$ cat config.mk
export PLATFORM = sky130hd
export DESIGN_NAME = ofe_setidx
export DESIGN_NICKNAME = d
export VERILOG_FILES = /design/src/hw/rtl/ofe_pkg.sv /design/src/hw/rtl/ofe_setidx.sv
export SDC_FILE = /design/constraint.sdc
export NUM_CORES = 1
export LEC_CHECK = 0
export ABC_AREA = 1
export BUFFER_PORTS_ARGS = -buffer_cell sky130_fd_sc_hd__buf_2
export CORE_MARGIN = 2
export CORE_UTILIZATION = 43
export DETAILED_ROUTE_END_ITERATION = 10
export PLACE_DENSITY = 0.81
export SLEW_MARGIN = 20
export SYNTH_ARGS = -nofsm -noshare
export SYNTH_HDL_FRONTEND = slang
export SYNTH_SLANG_ARGS = --single-unit
$ cat constraint.sdc
create_clock -name i_clk -period 2.1 [get_ports i_clk]
set_input_delay 0.21 -clock i_clk [delete_from_list [all_inputs] [get_ports i_clk]]
set_output_delay 0.21 -clock i_clk [all_outputs]
set_load 0.01 [all_outputs]
$ cat src/hw/rtl/ofe_pkg.sv
// Shared types and constants for the order feed enricher.
`default_nettype none
package ofe_pkg;

    localparam int ORDERS_PER_SIDE = 1024;
    localparam int TABLE_WAYS      = 4;
    localparam int SIDE_COUNT      = 2;
    localparam logic [7:0] SIDE_BASE = 8'h30;
    localparam int HASH_W          = 32;

    typedef enum logic [2:0] {
        KIND_ADD   = 3'd0,
        KIND_DEL   = 3'd1,
        KIND_EXEC  = 3'd2,
        KIND_CLEAR = 3'd3
    } t_kind;

    typedef enum logic [2:0] {
        ST_OK        = 3'd0,
        ST_BAD_SIDE  = 3'd1,
        ST_NOT_FOUND = 3'd2,
        ST_FULL      = 3'd3,
        ST_UNKNOWN   = 3'd4
    } t_status;

    typedef enum logic [2:0] {
        S_CLEAR,
        S_IDLE,
        S_HASH,
        S_RD,
        S_CMP,
        S_EXEC
    } t_state;

    typedef enum logic [1:0] {
        P_IDLE,
        P_MUL,
        P_SCALE,
        P_SUB
    } t_idx_phase;

    typedef struct packed {
        logic              start;
        logic [HASH_W-1:0] key;
    } t_hash_req;

endpackage
`default_nettype wire

$ cat src/hw/rtl/ofe_setidx.sv
// Set index unit: hashed key modulo set count by reciprocal multiplication, in multiply, scale and subtract steps.
`default_nettype none
module ofe_setidx #(
    parameter int SET_COUNT = 256
) (
    input  wire logic                                          i_clk,
    input  wire logic                                          i_rst_n,
    input  wire ofe_pkg::t_hash_req                            i_req,
    output logic                                               o_done,
    output logic [(SET_COUNT > 1 ? $clog2(SET_COUNT) : 1)-1:0] o_set
);
    localparam int SET_AW = (SET_COUNT > 1) ? $clog2(SET_COUNT) : 1;
    localparam int SH     = $clog2(SET_COUNT);
    localparam int HW     = ofe_pkg::HASH_W;
    localparam int PW     = 2 * HW + 1;
    localparam logic [HW:0] RECIP =
        (HW + 1)'(((64'd1 << (HW + SH)) + 64'(SET_COUNT) - 64'd1) / 64'(SET_COUNT));

    ofe_pkg::t_idx_phase r_ph, n_ph;

    logic              r_done, n_done;
    logic [HW-1:0]     r_val, n_val;
    logic [PW-1:0]     r_prod, n_prod;
    logic [HW-1:0]     r_qs, n_qs;
    logic [SET_AW-1:0] r_rem, n_rem;

    always_comb begin
        n_ph = r_ph;
        unique case (r_ph)
            ofe_pkg::P_IDLE:  if (i_req.start) n_ph = ofe_pkg::P_MUL;
            ofe_pkg::P_MUL:   n_ph = ofe_pkg::P_SCALE;
            ofe_pkg::P_SCALE: n_ph = ofe_pkg::P_SUB;
            ofe_pkg::P_SUB:   n_ph = ofe_pkg::P_IDLE;
            default:          n_ph = ofe_pkg::P_IDLE;
        endcase
    end

    always_comb begin
        n_done = 1'b0;
        n_val  = r_val;
        n_prod = r_prod;
        n_qs   = r_qs;
        n_rem  = r_rem;
        unique case (r_ph)
            ofe_pkg::P_IDLE: begin
                if (i_req.start) n_val = i_req.key;
            end
            ofe_pkg::P_MUL: begin
                n_prod = PW'(r_val) * PW'(RECIP);
            end
            ofe_pkg::P_SCALE: begin
                n_qs = HW'(r_prod >> (HW + SH)) * HW'(SET_COUNT);
            end
            ofe_pkg::P_SUB: begin
                n_rem  = SET_AW'(r_val - r_qs);
                n_done = 1'b1;
            end
            default: begin
            end
        endcase
    end

    always_ff @(posedge i_clk) begin
        if (!i_rst_n) begin
            r_ph   <= ofe_pkg::P_IDLE;
            r_done <= 1'b0;
        end else begin
            r_ph   <= n_ph;
            r_done <= n_done;
        end
        r_val  <= n_val;
        r_prod <= n_prod;
        r_qs   <= n_qs;
        r_rem  <= n_rem;
    end

    assign o_done = r_done;
    assign o_set  = r_rem;
endmodule
`default_nettype wire

# After elaboration in Yosys (flattened, before gate mapping)
# Cells that the tools add are included.
# Widths: inputs -> output; s select.
dict set report op_classes {
  eq_ne 4
  n_lt_le_gt_ge 0
  shifts 0
  multipliers 0
  mux 3
  reduce_logical 2
  n_addsub 1
  bitwise 0
  div 0
}
# op count
set ops {}
lappend ops {{$pmux 2 s4} 1}
lappend ops {{$sub 8x1->8 const B} 1}
lappend ops {{$eq 2x2->1 const B} 2}
lappend ops {{$eq 2x1->1 const B} 1}
lappend ops {{$logic_not 2->1} 1}
lappend ops {{$mux 2} 1}
lappend ops {{$ne 2x2->1 const B} 1}
lappend ops {{$reduce_and 2->1} 1}
lappend ops {{$mux 1} 1}
dict set report word_totals {
  mem_bits_ro 0
  word_cells 14
  mem_bits_rw 0
  n_memories 0
  in_bits 35
  output_inout_bits 9
  latch_bits 0
  reg_bits 43
}

# Logic depth before layout (Yosys ltp)
# Gate-level depths: netlist of the first run.
dict set report depth {
  depth_word 2
  depth_mapped 6
  depth_no_buf 6
}

# Least setup slack after synthesis of the first run
# OpenSTA, ideal clock, no wires.
dict set report synth_timing {
  path_type {register to register}
  startpoint {reg r_ph[0]}
  endpoint {reg r_val[0], enable pin}
  path_slack_ns 0.914
  stages_incl_launch_ff 5
  period_less_slack_ns 1.186
  setup_ns 0.324
  arrival_time_ns 0.862
  required_time_ns 1.776
  path_buffers 0
  path_cell_list {dfxtp_1 -> inv_1 -> ha_1 -> nand2_1 -> inv_1}
}
dict set report synth_between {
  elab_chain_len 2
}
# element line_no
set synth_rtl {}
lappend synth_rtl {{start: declaration} ofe_setidx.sv:19} ;# ofe_pkg::t_idx_phase r_ph, n_ph;
lappend synth_rtl {{start signal: assignment} ofe_setidx.sv:65} ;# r_ph <= ofe_pkg::P_IDLE;
lappend synth_rtl {{start signal: assignment} ofe_setidx.sv:68} ;# r_ph <= n_ph;
lappend synth_rtl {{$logic_not 2->1} ofe_setidx.sv:44} ;# unique case (r_ph)
lappend synth_rtl {{$reduce_and 2->1 (no line)} -}
lappend synth_rtl {{end signal: assignment} ofe_setidx.sv:71} ;# r_val <= n_val;
lappend synth_rtl {{end: declaration} ofe_setidx.sv:22} ;# logic [HW-1:0] r_val, n_val;
# Every way passes these cells.
# A chain may end at the register's enable or synchronous reset.

# Worst setup path in the final report of the first run
dict set report layout_timing {
  startpoint {reg r_ph[0]}
  endpoint {reg r_val[6], enable pin}
}
# Same word-level chain as after synthesis.

==> results of run 1 <==
## critical path: stages (launching register included)
cell     delay, ns
dfxtp_1       0.34
inv_1         0.12
ha_1          0.25
nand2_1       0.07
inv_1         0.24
## report_power, final
part / switching [mW] / internal [mW]
clock network: 0.103 / 0.0706
registers: 0.0307 / 0.503
logic: 0.126 / 0.0723
total: 0.259 / 0.646
## per-stage QoR
step | cell area [µm²] | cells
2_1_floorplan | 683 | 44
3_3_place_gp | 798 | 79
3_5_place_dp | 798 | 79
4_1_cts | 826 | 83
5_1_grt | 826 | 83
6_report | 826 | 83
## sequential cells by signal, summed over array words and instances (netlist names)
| name | count |
|---|---|
| o_done | 1 |
| o_set | 8 |
| r_ph | 2 |
| r_val | 8 |
## cells by family (layout without fill, tap and decap cells)
kind of cell	after synthesis	after routing	synth area share (%)
simple gates	12	12	7.33
buf+inv	8	31	4.40
fa+ha+maj	5	5	9.16
flops	19	19	79.1
## cell type report
cell class              instances  area share, %
flip-flops and latches         19           65.5
clock buffers                   3           2.73
well taps                      16           2.42
multi-input cells              17           13.6
clock inverters                 1          0.606
repair buffers                 19           11.5
inverters                       8           3.64
## per-layer routing
layer  global-route usage (%)  share of wire [%]  vias up
met4                     7.27                  0        0
met3                     3.75                4.3        0
li1                         -                  -      189
met5                        0                  0        -
met1                     12.9                 39      166
met2                     20.3                 56       13
## synth_stat cells
master	count
inv_2	1
nand2_1	5
nand3_1	2
nor2_1	4
nor2_2	1
edfxtp_1	16
ha_1	5
inv_1	7
dfxtp_1	3
## worst min path at each step
stage,start,slack (ns),cells past startpoint,to
floorplan,i_rst_n,0.30,2,o_done
global placement,i_req[6],0.39,1,r_val[6]
detailed placement,i_req[3],0.39,1,r_val[3]
CTS,i_req[3],0.09,1,r_val[3]
global route,i_req[4],0.07,1,r_val[4]
finish,i_req[1],0.09,1,r_val[1]
## placed cells by master, fill, tap and decap left out
cell type,instances
buf_2,19
edfxtp_1,16
inv_1,7
nand2_1,5
ha_1,5
nor2_1,4
clkbuf_4,3
dfxtp_1,3
nand3_1,2
inv_2,1
nor2_2,1
clkinv_2,1
==> run_results.csv, run 1 <==
group,metric,value,unit
sta,setup_viol_count_final,0,
floorplan,initial_core_util,45.3,%
sta,setup_tns,0,ns
synth,ys_top_cells_by_area,"edfxtp_1 70%, ha_1 9.2%, dfxtp_1 8.8%",
clock_network,clk_path_buf_depth,2,
synth,syn_area_per_cell,15.5,µm²
worst_setup_path,rr_startpoint,"r_ph[0]",
clock_network,clkTransAtPathRegs,0.10,ns
routing,wirelength,1.01,mm
synth,yosysTopAreaCell,"edfxtp_1",
pwr,total_power,0.906,mW
sta,rsz0062_at_grt,"false",
floorplan,dieArea,1920,µm²
global_route,grtUsageTotal,12.0,%
place,port_buffers,19,
worst_setup_path,startpoint_type,"flip-flop",
clock_network,cts_tree,"done",
synth,ys_ff_latch,19,
routing,wl_per_cell,12.2,µm
sta,hold_violations,0,
worst_setup_path,crit_path_end_kind,"flip-flop",
worst_setup_path,critPathLaunch,"r_ph[0]",
sta,period_needed,1.33,ns
clock_network,cts_inserted_buffers,3,
clock_network,cts.htree.levels,1,
final_layout,fin_nets,108,
worst_setup_path,r2r_setup_slack,0.77,ns
worst_setup_path,cp_max_fo,8,
clock_network,cts_setup_buffers,0,
worst_setup_path,cp.arrival,1.30,ns
status,status,"finished clean",
synth,ys_seq_area_share,79.1,%
global_route,gr-total-overflow,0,
place,hpwlAfterDp,783,µm
synth,synth_cells,44,
routing,drc,0,
pwr,peakVddDrop,0.450,mV
synth,yosys_warnings,0,
final_layout,area_growth,20.9,%
routing,drtIter0Drc,7,
routing,dr.pass1.iters,3,
flow_run,maxCapViolCount,0,
pwr,p_per_area,1100,nW/µm²
routing,detail-route-antenna-nets,0,
final_layout,n_antenna_cell,0,
pwr,p_leak,0.374,nW
floorplan,rows,14,
sta,drv_slew,0,
global_route,grt_max_degree,12,
floorplan,coreArea,1510,µm²
worst_hold_path,hold_class,"primary input to flip-flop",
clock_network,cts.sinks,19,
worst_setup_path,critPathKind,"flip-flop to flip-flop",
sta,period_share,63.3,%
floorplan,io_pins,44,
worst_setup_path,cp.required,2.07,ns
sta,fin_skew,0.00771,ns
worst_setup_path,endpoint,"r_val[6]",
final_layout,fillers,129,
worst_setup_path,regToRegEndpoint,"r_val[6]",
final_layout,drive_gt1_share,37.3,%
clock_network,cts_hold_buffers,0,
floorplan,dieWidth,43.9,µm
place,gp_congestion,0.689,
routing,vias,368,
synth,ys_types,9,
floorplan,die_h,43.9,µm
synth,synth_nets,84,
clock_network,clkLatencyLatePin,0.29,ns
place,place_ws,0.772,ns
final_layout,multi_input_area,113,µm²
clock_network,cts_resized,0,
final_layout,ff_latch_area,541,µm²
routing,via_per_inst,4.43,
sta,clock.fmax,752,MHz
synth,syn_area,683,µm²
global_route,grt_pass1_wl,1.58,mm
sta,setup_ws,0.770,ns
worst_setup_path,reg2reg_depth,4,
global_route,antenna_found_initial,0,
sta,slew_headroom,76.6,%
synth,yosysTopAreaCellShare,70.3,%
final_layout,final_core_util,54.8,%
sta,hold_ws,0.0941,ns
sta,worstMarginPinSlew,0.350,ns
global_route,first_global_vias,374,
clock_network,cts-root-buf,"clkbuf_4",
Power figures use the tool's default switching activity.
==> inputs of run 2 (changes only) <==
- CORE_UTILIZATION: 43 -> 36
- PLACE_DENSITY: 0.81 -> 0.73
- clock period: 2.1 -> 1.2 ns (I/O delays scaled with it)
==> run 2 against run 1 <==
Power grew 84%. Sequential power is 75% higher. Critical path type unchanged. Wire length is 1.7% lower.
==> run_results.csv, run 2 (synthesis gave the netlist of run 1 again) <==
group,metric,value,unit
clock_network,clkLatencyLatePin,0.28,ns
worst_setup_path,cp.arrival,1.32,ns
final_layout,area_growth,36.1,%
sta,setup_ws,0.0696,ns
pwr,p_leak,0.413,nW
final_layout,layout_common_cells,"19 x buf_2, 16 x edfxtp_1, 7 x dlygate4sd3_1",
floorplan,initial_core_util,38.7,%
routing,drtIter0Drc,1,
final_layout,n_antenna_cell,0,
routing,drc,0,
sta,slew_headroom,78.5,%
sta,fin_skew,0.00190,ns
worst_setup_path,critPathKind,"flip-flop to flip-flop",
worst_setup_path,slowest_delay,0.39,ns
sta,rsz0062_at_grt,"false",
worst_setup_path,crit_buf_inv,3,
worst_setup_path,crit_chain,"inv_1 > ha_1 > buf_4 > inv_2 > nor2_2 > nor2_1 > nor2_1",
clock_network,cts_tree,"done",
final_layout,layout_commonest_cell,"buf_2",
sta,period_share,94.2,%
routing,detail-route-antenna-nets,0,
worst_setup_path,worst_path_dominant_cell_family,"flip-flops",
global_route,grt_max_degree,11,
worst_setup_path,crit_top_cell,"nor2_1",
sta,period_needed,1.13,ns
flow_run,maxCapViolCount,0,
global_route,antenna_found_initial,0,
pwr,p_per_area,1790,nW/µm²
clock_network,clk_path_buf_depth,2,
worst_setup_path,cp_slowest_cell,"dfxtp_1",
global_route,grtUsageTotal,9.65,%
sta,hold_ws,0.0103,ns
sta,setup_viol_count_final,0,
floorplan,dieWidth,47.6,µm
clock_network,cts_inserted_buffers,3,
global_route,first_global_vias,354,
worst_hold_path,hold_class,"primary input to flip-flop",
sta,drv_slew,0,
worst_setup_path,cp.required,1.38,ns
floorplan,die_h,47.6,µm
pwr,peakVddDrop,0.660,mV
place,port_buffers,19,
routing,wirelength,995,µm
routing,dr.pass1.iters,2,
global_route,grt_pass1_wl,1.43,mm
clock_network,cts-root-buf,"clkbuf_4",
sta,hold_violations,0,
place,gp_congestion,0.806,
floorplan,io_pins,44,
routing,wl_per_cell,9.75,µm
clock_network,cts.htree.levels,1,
final_layout,fin_nets,118,
sta,worstMarginPinSlew,0.323,ns
sta,clock.fmax,885,MHz
floorplan,rows,15,
worst_setup_path,cp_max_fo,3,
final_layout,drive_gt1_share,37.7,%
clock_network,cts.sinks,19,
worst_setup_path,startpoint_type,"flip-flop",
place,hpwlAfterDp,676,µm
routing,vias,407,
place,place_ws,-0.00249,ns
floorplan,dieArea,2260,µm²
worst_setup_path,crit_path_end_kind,"flip-flop",
routing,via_per_inst,3.99,
clock_network,clkTransAtPathRegs,0.09,ns
floorplan,coreArea,1760,µm²
status,status,"finished clean",
clock_network,cts_setup_buffers,0,
global_route,gr-total-overflow,0,
-- run 2: power breakdown --
group	total [mW]	internal, mW	switching [mW]	leakage, nW
Clock	0.298	0.129	0.169	0.0150
Sequential	0.934	0.883	0.0509	0.173
Combinational	0.436	0.198	0.238	0.224
Total	1.67	1.21	0.458	0.413
-- run 2: final timing paths --
check                 from       end  slack [ns]  depth (start not counted)
setup / recovery   r_ph[0]   r_ph[1]        0.07                          7
hold / removal    i_req[2]  r_val[2]        0.01                          1
setup reg to reg   r_ph[0]   r_ph[1]        0.07                          7
hold reg to reg   r_val[7]  o_set[7]        0.43                          0
-- run 2: final cells by class --
type                    instances  area (µm²)
inverters                       8        30.0
clock buffers                   4        26.3
repair buffers                 29         188
multi-input cells              17         113
flip-flops and latches         19         542
well taps                      25        31.3
fillers                       164         835
-- run 2: what timing repair did --
item / 4_1_cts / 5_1_grt
endpoints found under the setup margin: 8 / 2
resized for setup: 1 / 1
hold buffers: 6 / 1
hold endpoints to repair: 6 / 1
-- run 2: worst reg2reg max path, cell delays in order (launching register included) --
cell	delay [ns]
dfxtp_1	0.39
inv_1	0.08
ha_1	0.21
buf_4	0.14
inv_2	0.04
nor2_2	0.03
nor2_1	0.08
nor2_1	0.06
-- run 2: layer usage --
layer	part of all wire, %	track usage, %	wire length [µm]	vias to the layer above
met5	0	0	0	-
met4	1.4	6.49	14	0
met3	6.1	2.26	61	2
met2	50	17.0	499	15
met1	42	10.1	419	180
li1	-	-	-	210
-- run 2: stage by stage --
step / setup TNS, ns / power [mW] / utilization (%) / area (µm²) / instances
6_report: 0 / 1.67 / 52.7 / 930 / 102
5_1_grt: 0 / 1.77 / 52.7 / 930 / 102
4_1_cts: 0 / 1.68 / 52.1 / 918 / 101
3_5_place_dp: -0.0192 / 1.36 / 47.2 / 832 / 91
3_3_place_gp: 0 / 1.34 / 47.2 / 832 / 91
2_1_floorplan: 0 / 1.19 / - / 683 / 44
