<file path="config.mk">
export PLATFORM = sky130hd
export DESIGN_NAME = ofe_ram
export DESIGN_NICKNAME = d
export VERILOG_FILES = /design/src/hw/rtl/ofe_ram.sv
export SDC_FILE = /design/constraint.sdc
export NUM_CORES = 1
export LEC_CHECK = 0
export BUFFER_PORTS_ARGS = -buffer_cell sky130_fd_sc_hd__buf_2
export CAP_MARGIN = 20
export CORE_MARGIN = 1.5
export CORE_UTILIZATION = 60
export DETAILED_ROUTE_END_ITERATION = 6
export PLACE_DENSITY = 0.89
export SLEW_MARGIN = 20
export SYNTH_ARGS = -nofsm -noshare
export SYNTH_HDL_FRONTEND = slang
export SYNTH_SLANG_ARGS = --single-unit
</file>
<file path="constraint.sdc">
create_clock -name i_clk -period 2.2 [get_ports i_clk]
set_input_delay 0.11 -clock i_clk [delete_from_list [all_inputs] [get_ports i_clk]]
set_output_delay 0.11 -clock i_clk [all_outputs]
set_load 0.005 [all_outputs]
</file>
<file path="src/hw/rtl/ofe_ram.sv">
// Generic single write port RAM with registered read.
`default_nettype none
module ofe_ram #(
    parameter int WIDTH = 8,
    parameter int DEPTH = 16
) (
    input  wire logic                                       i_clk,
    input  wire logic                                       i_we,
    input  wire logic [(DEPTH > 1 ? $clog2(DEPTH) : 1)-1:0] i_waddr,
    input  wire logic [WIDTH-1:0]                           i_wdata,
    input  wire logic [(DEPTH > 1 ? $clog2(DEPTH) : 1)-1:0] i_raddr,
    output logic      [WIDTH-1:0]                           o_rdata
);
    logic [WIDTH-1:0] r_mem [DEPTH];

    always_ff @(posedge i_clk) begin
        if (i_we) begin
            r_mem[i_waddr] <= i_wdata;
        end
        o_rdata <= r_mem[i_raddr];
    end
endmodule
`default_nettype wire

</file>
# Word-level counts from Yosys, hierarchy flattened
# Memories as Yosys holds them, arrays and structs flattened. A register that Yosys moved wholly into a read port is not among the register bits.
# Cells that the tools add are included.
dict set report word_totals {
  ff_bits 0
  latch_bits 0
  ram_bits 128
  mem_bits_ro 0
  in_bits 18
  out_inout_bits 8
  word_cells 3
  mem_count 1
}
dict set report classes {
  n_addsub 0
  mul 0
  n_div 0
  magnitude_cmp 0
  n_eq_ne 0
  shifts 0
  n_mux 2
  bitwise_logic 0
  reduce_logical 0
}
# memory words width rd rd_ports_with_merged_regs write_ports line_no
set mem_list {}
lappend mem_list {r_mem 16 8 1 1 1 14} ;# logic [WIDTH-1:0] r_mem [DEPTH];
# cell n
set op_table {}
lappend op_table {{1-bit two-way mux} 2}

# Logic depth before layout (Yosys ltp)
# Gate-level depths: netlist (run 1).
dict set report depth {
  word_depth 2
  mapped_depth 5
  ltp_nobuf 3
}

# Worst setup path before layout (run 1)
# No wires, ideal clock.
dict set report synth_path {
  path_type {input to register}
  start {input port i_waddr[2] in the netlist's numbering}
  end {memory r_mem[0][0], enable pin}
  setup_time_ns 0.383
  arrival_ns 1.220
  t_required_ns 1.817
  slack_ns 0.597
  stages 2
  path_buffers 0
  path_cell_list {or3b_2 -> nor3_1}
}
# element line_no
set synth_rtl {}
lappend synth_rtl {{start: declaration} 9} ;# input wire logic [(DEPTH > 1 ? $clog2(DEPTH) : 1)-1:0] i_waddr,
lappend synth_rtl {{end: declaration} 14}
# Straight into the memory's write port.

==> flow_metrics.py, run 1 <==
metrics = {
    "routing": {
        "maxUsedRoutingLayer": "met4",
        "drt-met1-wl_um": 4300,
        "dr.first_iter.drc_count": 296,
        "routedWlPerCell_um": 27.3,
        "ant_nets": 0,
        "post_drt_via_cell_ratio": 6.57,
        "postRouteWirelength_um": 11000,
        "drt_pre_antenna_iters": 5,
        "met2_length_um": 5400,
        "drc": 0,
        "vias": 2649,
        "met3WireLength_um": 816,
    },
    "synth": {
        "synth-seq-cells": 136,
        "avgSynthCellArea_sq_um": 22.5,
        "yosysTopAreaCellShare": 0.747,
        "ys_types": 19,
        "synth_most_common_cell": "edfxtp_1",
        "synth_area_leaders": "edfxtp_1 (75%), mux4_2 (7.9%), mux4_1 (7.1%), dfxtp_1 (3.1%), a22oi_1 (2.3%)",
        "syn_inst": 229,
        "synth-async-reset-ratio": 0,
        "yosys.area.top_type": "edfxtp_1",
        "synth_common_cells": "edfxtp_1 (128), mux4_2 (18), a22oi_1 (16)",
        "yosys_warnings": 0,
        "syn-num-nets": 247,
        "synth_area_sq_um": 5150,
        "ys_seq_area_frac": 0.778,
        "synth-main-ff-cell": "edfxtp_1",
        "synth_edf_count": 128,
    },
    "placement": {
        "hpwl_um": 6050,
        "numPortBuffers": 25,
        "gp_congestion": 0.823,
    },
    "setup_path": {
        "path_delay_family": "multiplexers",
        "endpoint_kind": "register",
        "start_kind": "register",
        "critPathLaunch": "r_mem[5][3]$_DFFE_PP_",
        "slowest_stage": "mux4_1",
        "r2r_end": "o_rdata[3]$_DFF_P_",
        "worst-endpoint-arrival_ns": 1.85,
        "crit_type": "reg2reg",
        "critPathMaxStageDelay_ns": 0.60,
        "rr_startpoint": "r_mem[5][3]$_DFFE_PP_",
        "cp.required_ns": 2.60,
        "reg2reg_slack_ns": 0.75,
        "rr_worst_depth": 3,
        "path_buf_inv": 0,
        "critPathMaxFanout": 1,
        "cp_cell_sequence": "mux4_1 > a22oi_1 > nand2_1",
    },
    "layout": {
        "insertedDiodeCount": 0,
        "finalNetCount": 304,
        "areaGrowthSynthToFinish_pct": 18.9,
        "fin_util": 0.741,
        "drive_gt1_frac": 0.302,
    },
    "timing": {
        "finalSetupViolations": 0,
        "finalClockSkew_ns": 0.0125,
        "fin_crit_ns": 1.45,
        "finalCritPeriodShare": 0.659,
        "max_clock_freq_ghz": 0.690,
        "report.final.hold_viol_count": 0,
        "slew-limit-headroom": 0.451,
        "slew_viol_final": 0,
        "fin_setup_tns_ns": 0,
        "tightest_slew_ns": 0.820,
        "rsz0062_at_grt": "no",
    },
    "clock_tree": {
        "cts_buffers": 17,
        "cts_max_level": 4,
        "clkSinkCount": 136,
        "cts_tree": "yes",
        "root_buffer": "clkbuf_8",
        "clk_pin_slew_worst_paths_ns": 0.06,
        "cts_max_path_buffers": 2,
        "ctsResizeCount": 0,
        "clk_latency_ns": 0.52,
        "postCtsSetupRepairBufs": 0,
    },
    "worst_hold_path": {
        "min_to": "o_rdata[5]$_DFF_P_",
        "hp-start": "i_raddr[2]",
        "hold_path_class": "in2reg",
        "whs_path_depth": 4,
    },
    "flow_run": {
        "drv_cap": 0,
    },
    "grt": {
        "antenna_found_initial": 0,
        "grt.overflow.total": 0,
        "grt_first_pass_wirelength_um": 16200,
        "grt_max_degree": 33,
        "grt_usage": 0.272,
        "grt_pass1_vias": 2676,
    },
    "power": {
        "peakVddDrop_mv": 0.574,
        "power.leakage_nw": 2.10,
        "p_per_area_nw_per_um2": 976,
    },
    "floorplanning": {
        "core_sq_um": 8260,
        "rows": 33,
        "die_x_um": 95.6,
        "die-area_sq_um": 9140,
        "num_io_pins": 26,
        "dieHeight_um": 95.6,
        "initial_core_util": 0.623,
    },
    "status": {
        "status": "complete, no violations",
    },
}
-- sequential cells by signal, summed over array words and instances, names as in the netlist --
register / flops
o_rdata: 8
r_mem: 128
-- area by class of cell --
cell class              count  area, sq um
clock buffers              18          428
clock inverters            13          155
fillers                   463         2140
multi-input cells          83         1060
flip-flops and latches    136         4000
well taps                 105          131
repair buffers             48          343
-- where the power goes --
group	internal (mW)	switching, mW
clock	1.74	1.03
sequential	2.90	0.0185
combinational	0.123	0.159
total	4.76	1.21
-- what timing repair did --
| action | CTS | global route |
|---|---|---|
| endpoints found under the setup margin | 0 | 0 |
| hold buffers | 8 | 0 |
| hold endpoints to repair | 128 | 0 |
-- worst max path at each step --
stage / end / slack, ns / cells after the start
2_1_floorplan: r_mem[0][0]$_DFFE_PP_ / 0.60 / 2
3_3_place_gp: o_rdata[3]$_DFF_P_ / 0.69 / 5
3_5_place_dp: o_rdata[3]$_DFF_P_ / 0.62 / 5
4_1_cts: o_rdata[3]$_DFF_P_ / 0.74 / 3
5_1_grt: o_rdata[5]$_DFF_P_ / 0.72 / 3
6_report: o_rdata[3]$_DFF_P_ / 0.75 / 3
-- placed cells by master (no fill, tap or decap), types with 3 or more instances in the layout --
master and instances:
clkinvlp_4 3, nand2_1 9, mux4_2 18, clkbuf_16 16, dfxtp_1 8, mux4_1 14
dlygate4sd3_1 8, edfxtp_1 128, a22oi_1 16, buf_4 13, nor2_1 13, buf_2 25
clkinv_2 5, nor3_1 4, bufinv_16 3
-- kinds of logic (layout without fill, tap and decap cells) --
logic type,Yosys count,in the layout,share of synthesized area
compound gates,16,16,0.0233
flops,136,136,0.778
mux,32,32,0.150
buf+inv,10,79,0.0168
simple gates,35,35,0.0318
-- worst reg2reg max path, delay by kind of cell (launching register included) --
kind | cells | cell delay [ns]
multiplexers | 1 | 0.60
flip-flops | 1 | 0.39
AO/OA/AOI/OAI | 1 | 0.24
AND/OR/NAND/NOR | 1 | 0.10
-- layer usage --
layer,track usage,vias to the layer above
met5,0,-
met4,0.150,0
met3,0.0750,41
met2,0.424,170
met1,0.350,1353
li1,-,1085
-- metrics by stage --
stage	hold WS, ns	total power [mW]	worst slack (ns)	instance area (sq um)	instances
global route	0.171	6.11	0.724	6120	403
detailed placement	0.490	3.23	0.616	5460	364
CTS	0.162	5.99	0.744	6120	403
finish	0.191	5.97	0.751	6120	403
global placement	0.486	3.21	0.692	5460	364
floorplan	0.209	3.11	0.597	5150	229
Power figures use the tool's default switching activity.
==> inputs of run 2 (changes only) <==
- ABC_AREA: default -> 1
- CORE_UTILIZATION: 60 -> 55
- PLACE_DENSITY: 0.89 -> 0.86
- clock period: 2.2 -> 1.3 ns (I/O delays scaled with it)
==> flow_metrics.py, run 2 <==
metrics = {
    "status": {
        "status": "complete, no violations",
    },
    "layout": {
        "fin_util": 0.672,
        "largest_register": "r_mem",
        "multi_input_area_sq_um": 1210,
        "largest_reg_flops": 128,
        "fillerInstances": 652,
        "final_cell_mix": "nand2_1 (173), edfxtp_1 (128), inv_1 (100)",
        "reg.largest.list": "r_mem x128, o_rdata x8",
        "insertedDiodeCount": 0,
        "areaGrowthSynthToFinish_pct": 19.2,
        "drive_gt1_frac": 0.131,
        "ff_latch_area_sq_um": 4000,
        "final_area_sq_um": 6880,
        "final_cell_count_no_fill": 752,
        "final_common_cell": "nand2_1",
        "finalNetCount": 621,
    },
    "synth": {
        "synth_common_cells": "nand2_1 (173), edfxtp_1 (128), inv_1 (100)",
        "synth_area_sq_um": 5770,
        "syn_inst": 551,
        "avgSynthCellArea_sq_um": 10.5,
        "synth-async-reset-ratio": 0,
        "synth_area_leaders": "edfxtp_1 (67%), nand2_1 (11%), nand3_1 (8.4%), inv_1 (6.5%), dfxtp_1 (2.8%)",
        "synth_most_common_cell": "nand2_1",
        "syn-num-nets": 569,
        "ys_seq_area_frac": 0.694,
        "synth-seq-cells": 136,
        "yosys_warnings": 0,
        "yosys.area.top_type": "edfxtp_1",
        "ys_types": 12,
        "synth_edf_count": 128,
        "synth-main-ff-cell": "edfxtp_1",
        "yosysTopAreaCellShare": 0.667,
    },
    "power": {
        "power.leakage_nw": 3.01,
        "peakVddDrop_mv": 1.04,
        "p_total_mw": 11.1,
        "p_per_area_nw_per_um2": 1610,
    },
    "routing": {
        "ant_nets": 0,
        "routedWlPerCell_um": 18.3,
        "vias": 4172,
        "post_drt_via_cell_ratio": 5.55,
        "dr.first_iter.drc_count": 683,
        "drc": 0,
        "drt_pre_antenna_iters": 6,
        "postRouteWirelength_um": 13700,
    },
    "timing": {
        "finalClockSkew_ns": 0.00797,
        "fin_setup_tns_ns": 0,
        "report.final.hold_viol_count": 0,
        "rsz0062_at_grt": "no",
        "tightest_slew_ns": 0.526,
        "fin_crit_ns": 1.07,
        "max_clock_freq_ghz": 0.934,
        "slew_viol_final": 0,
        "finalCritPeriodShare": 0.824,
        "slew-limit-headroom": 0.649,
        "finalSetupViolations": 0,
    },
    "floorplanning": {
        "core_sq_um": 10200,
        "initial_core_util": 0.564,
        "rows": 37,
        "die_x_um": 105,
        "die-area_sq_um": 11100,
        "num_io_pins": 26,
        "dieHeight_um": 105,
    },
    "setup_path": {
        "start_kind": "register",
        "endpoint_kind": "register",
        "path_buf_inv": 1,
        "crit_type": "reg2reg",
        "cp.required_ns": 1.71,
        "worst-endpoint-arrival_ns": 1.48,
        "critPathMaxFanout": 1,
        "critPathMaxStageDelay_ns": 0.39,
        "slowest_stage": "edfxtp_1",
        "crit_path_frequent_cell": "nand3_1",
        "path_delay_family": "simple AND/OR/NAND/NOR gates",
        "cp_cell_sequence": "inv_1 > nand2_1 > nand3_1 > nand3_1 > nand3_1 > nand2_1",
    },
    "placement": {
        "dp.cells": 711,
        "hpwl_um": 7830,
        "numPortBuffers": 25,
        "place_area_sq_um": 6110,
        "gp_congestion": 0.883,
    },
    "clock_tree": {
        "cts_max_level": 4,
        "cts_tree": "yes",
        "clk_pin_slew_worst_paths_ns": 0.06,
        "clkSinkCount": 136,
        "ctsResizeCount": 0,
        "root_buffer": "clkbuf_8",
        "cts_buffers": 17,
        "clk_latency_ns": 0.53,
        "postCtsSetupRepairBufs": 0,
        "cts_max_path_buffers": 2,
    },
    "grt": {
        "grt_usage": 0.269,
        "grt_first_pass_wirelength_um": 21700,
        "grt_pass1_vias": 4130,
        "grt_max_degree": 65,
        "antenna_found_initial": 0,
        "grt.overflow.total": 0,
    },
    "flow_run": {
        "drv_cap": 0,
    },
    "worst_hold_path": {
        "hold_path_class": "in2reg",
    },
}
run 2: changes by cell type after synthesis, sizes merged, moves of 16 or more:
cell | previous run | this run
buf | 7 | 24
nand3 | 1 | 97
a22oi | 16 | 0
inv | 0 | 102
nand2 | 9 | 173
mux4 | 32 | 0
run 2: kinds of logic after synthesis:
family	after synthesis	share of synthesized area
flip-flops	136	0.694
AND/OR/NAND/NOR	289	0.210
buffers and inverters	126	0.0952
run 2: worst min-delay path, stage by stage:
cell and delay, ns:
buf_2 0.12, inv_2 0.08, nand3_1 0.10, nand3_1 0.07
nand3_1 0.11, nand2_1 0.06
run 2: routing by layer:
| metal | routed length, um | track usage |
|---|---|---|
| met2 | 6750 | 0.434 |
| met4 | 527 | 0.131 |
| met3 | 1380 | 0.0637 |
| met1 | 5070 | 0.345 |
| met5 | 0 | 0 |
run 2: worst paths after layout:
kind	start	to	slack, ns	cells past startpoint
worst max-delay path	r_mem[13][6]$_DFFE_PP_	o_rdata[6]$_DFF_P_	0.23	6
worst min register to register	r_mem[2][0]$_DFFE_PP_	o_rdata[0]$_DFF_P_	0.72	6
worst min-delay path	i_raddr[1]	o_rdata[0]$_DFF_P_	0.10	6
worst max register to register	r_mem[13][6]$_DFFE_PP_	o_rdata[6]$_DFF_P_	0.23	6
run 2: power by group:
part	switching, mW	internal [mW]
Clock	1.77	3.74
Combinational	0.444	0.204
Sequential	0.0320	4.90
Total	2.25	8.84
run 2: layout make-up:
| cell class | instances | share of cell area |
|---|---|---|
| multi-input combinational | 289 | 0.176 |
| sequential | 136 | 0.582 |
| inverter | 102 | 0.0557 |
| timing repair buffer | 57 | 0.0619 |
| clock inverter | 13 | 0.0362 |
| tap | 136 | 0.0247 |
| clock buffer | 19 | 0.0628 |
run 2: timing repair:
| action | 4_1_cts | 5_1_grt |
|---|---|---|
| hold buffers | 9 | 0 |
| setup endpoints to repair | 0 | 0 |
| endpoints found under the hold margin | 136 | 0 |
run 2: through the flow:
| step | worst slack [ns] | hold slack, ns |
|---|---|---|
| after detailed placement | 0.114 | 0.431 |
| after CTS | 0.178 | 0.0869 |
| final | 0.229 | 0.101 |
| after global placement | 0.153 | 0.427 |
| after floorplan | 0.284 | 0.164 |
| after global routing | 0.156 | 0.146 |
==> inputs of run 3 (changes only) <==
- CORE_UTILIZATION: 55 -> 61
- PLACE_DENSITY: 0.86 -> 0.9
- clock period: 1.3 -> 1 ns (I/O delays scaled with it)
==> flow_metrics.py, run 3 (synthesized netlist as in run 2, its figures left out) <==
metrics = {
    "status": {
        "status": "finished with violations",
        "violations": "setup timing",
    },
    "setup_path": {
        "rr_startpoint": "r_mem[3][4]$_DFFE_PP_",
        "critPathLaunch": "r_mem[3][4]$_DFFE_PP_",
        "path_buf_inv": 0,
        "slowest_stage": "edfxtp_1",
        "r2r_end": "o_rdata[4]$_DFF_P_",
        "cp.required_ns": 1.42,
        "critPathMaxStageDelay_ns": 0.39,
        "crit_path_frequent_cell": "nand2_1",
        "worst-endpoint-arrival_ns": 1.49,
        "rr_worst_depth": 6,
        "start_kind": "register",
        "reg2reg_slack_ns": -0.07,
        "cp_cell_sequence": "nand2_1 > nand2_1 > nand2_1 > nand3_2 > nand3_2 > nand2_2",
        "endpoint_kind": "register",
        "path_delay_family": "simple AND/OR/NAND/NOR gates",
        "critPathMaxFanout": 1,
        "crit_type": "reg2reg",
    },
    "routing": {
        "maxUsedRoutingLayer": "met4",
        "drt_pre_antenna_iters": 7,
        "ant_nets": 0,
        "drt-met1-wl_um": 5780,
        "post_drt_via_cell_ratio": 6.19,
        "vias": 4524,
        "drc": 0,
        "dr.first_iter.drc_count": 807,
        "met3WireLength_um": 2310,
        "met2_length_um": 7950,
        "routedWlPerCell_um": 23.0,
        "postRouteWirelength_um": 16800,
    },
    "clock_tree": {
        "root_buffer": "clkbuf_8",
        "clk_latency_ns": 0.53,
        "clk_pin_slew_worst_paths_ns": 0.06,
        "cts_buffers": 17,
        "cts_tree": "yes",
        "cts_max_level": 4,
        "clkSinkCount": 136,
        "cts_max_path_buffers": 2,
    },
    "floorplanning": {
        "die_x_um": 100,
        "num_io_pins": 26,
        "dieHeight_um": 100,
        "initial_core_util": 0.627,
        "rows": 35,
        "core_sq_um": 9200,
        "die-area_sq_um": 10000,
    },
    "layout": {
        "reg.largest.list": "r_mem x128, o_rdata x8",
        "final_cell_mix": "nand2_1 (162), edfxtp_1 (128), inv_1 (96)",
        "ff_latch_area_sq_um": 4010,
        "largest_reg_flops": 128,
        "areaGrowthSynthToFinish_pct": 24.0,
        "multi_input_area_sq_um": 1490,
        "drive_gt1_frac": 0.240,
        "largest_register": "r_mem",
        "insertedDiodeCount": 0,
        "final_common_cell": "nand2_1",
        "finalNetCount": 626,
        "fillerInstances": 467,
    },
    "power": {
        "p_per_area_nw_per_um2": 2000,
        "power.leakage_nw": 3.13,
        "peakVddDrop_mv": 1.15,
    },
    "timing": {
        "hold-worst-slack_ns": 0.163,
        "finalClockSkew_ns": 0.00708,
        "rsz0062_at_grt": "yes",
        "layout_setup_ws_ns": -0.0736,
        "report.final.hold_viol_count": 0,
        "slew-limit-headroom": 0.735,
        "finalCritPeriodShare": 1.07,
        "slew_viol_final": 0,
        "tightest_slew_ns": 0.398,
        "fin_crit_ns": 1.07,
        "finalSetupViolations": 12,
        "max_clock_freq_ghz": 0.931,
    },
    "placement": {
        "numPortBuffers": 25,
        "post-place-ws_ns": -0.109,
        "hpwl_um": 8000,
        "gp_congestion": 0.909,
    },
    "grt": {
        "grt_pass1_vias": 4302,
        "grt_first_pass_wirelength_um": 23000,
        "grt.overflow.total": 0,
        "antenna_found_initial": 0,
        "grt_max_degree": 65,
        "grt_usage": 0.316,
    },
    "worst_hold_path": {
        "hold_path_class": "in2reg",
        "whs_path_depth": 4,
        "hp-start": "i_we",
        "min_to": "r_mem[0][1]$_DFFE_PP_",
    },
    "flow_run": {
        "drv_cap": 0,
    },
}
[run 3: changes by cell type in the layout (fill, tap and decap cells not counted), sizes merged]
cell	change
clkinv	+2
buf	+4
bufinv	-2
dlygate4sd3	+1
clkinvlp	-1
[run 3: cell type report]
class                           count  area share
Multi-Input combinational cell    289       0.208
Sequential cell                   136       0.561
Inverter                          102      0.0535
Tap cell                          111      0.0194
Clock inverter                     12      0.0278
Clock buffer                       19      0.0618
Timing Repair Buffer               62      0.0686
[run 3: worst min-delay path, cell delays in order]
cell and delay, ns:
buf_2 0.11, nand2_1 0.10, nor2_1 0.10, buf_4 0.18
[run 3: how the worst max path moves through the flow]
stage | endpoint | slack, ns | cells past startpoint
3_5_place_dp | r_mem[4][6]$_DFFE_PP_ | -0.11 | 4
2_1_floorplan | r_mem[4][0]$_DFFE_PP_ | -0.0008 | 2
3_3_place_gp | o_rdata[1]$_DFF_P_ | -0.06 | 8
6_report | o_rdata[4]$_DFF_P_ | -0.07 | 6
5_1_grt | o_rdata[4]$_DFF_P_ | -0.10 | 6
4_1_cts | o_rdata[6] | -0.04 | 1
[run 3: what timing repair did]
action,4_1_cts,5_1_grt
endpoints found under the setup margin,8,16
hold endpoints to repair,136,0
buffers inserted,0,0
hold buffers,10,0
pin swaps,0,18
gates resized for setup,15,54
cloned,0,0
[run 3: per-layer routing]
metal,track usage,up-vias
met5,0,-
met4,0.174,0
met3,0.0919,83
met2,0.493,470
met1,0.400,2083
li1,-,1888
[run 3: power breakdown]
group	switching (mW)	internal [mW]	leakage, nW	total (mW)
sequential	0.0527	6.38	1.22	6.43
clock	2.42	4.42	0.314	6.84
combinational	0.694	0.333	1.59	1.03
[run 3: stage by stage]
stage,utilization,area [sq um],power [mW],instances,setup TNS [ns]
floorplan,-,5770,6.97,551,-0.0540
global placement,0.665,6120,7.28,690,-0.633
detailed placement,0.665,6120,7.32,690,-2.95
CTS,0.752,6910,14.0,731,-0.123
global route,0.778,7150,14.5,731,-0.693
finish,0.778,7150,14.3,731,-0.283
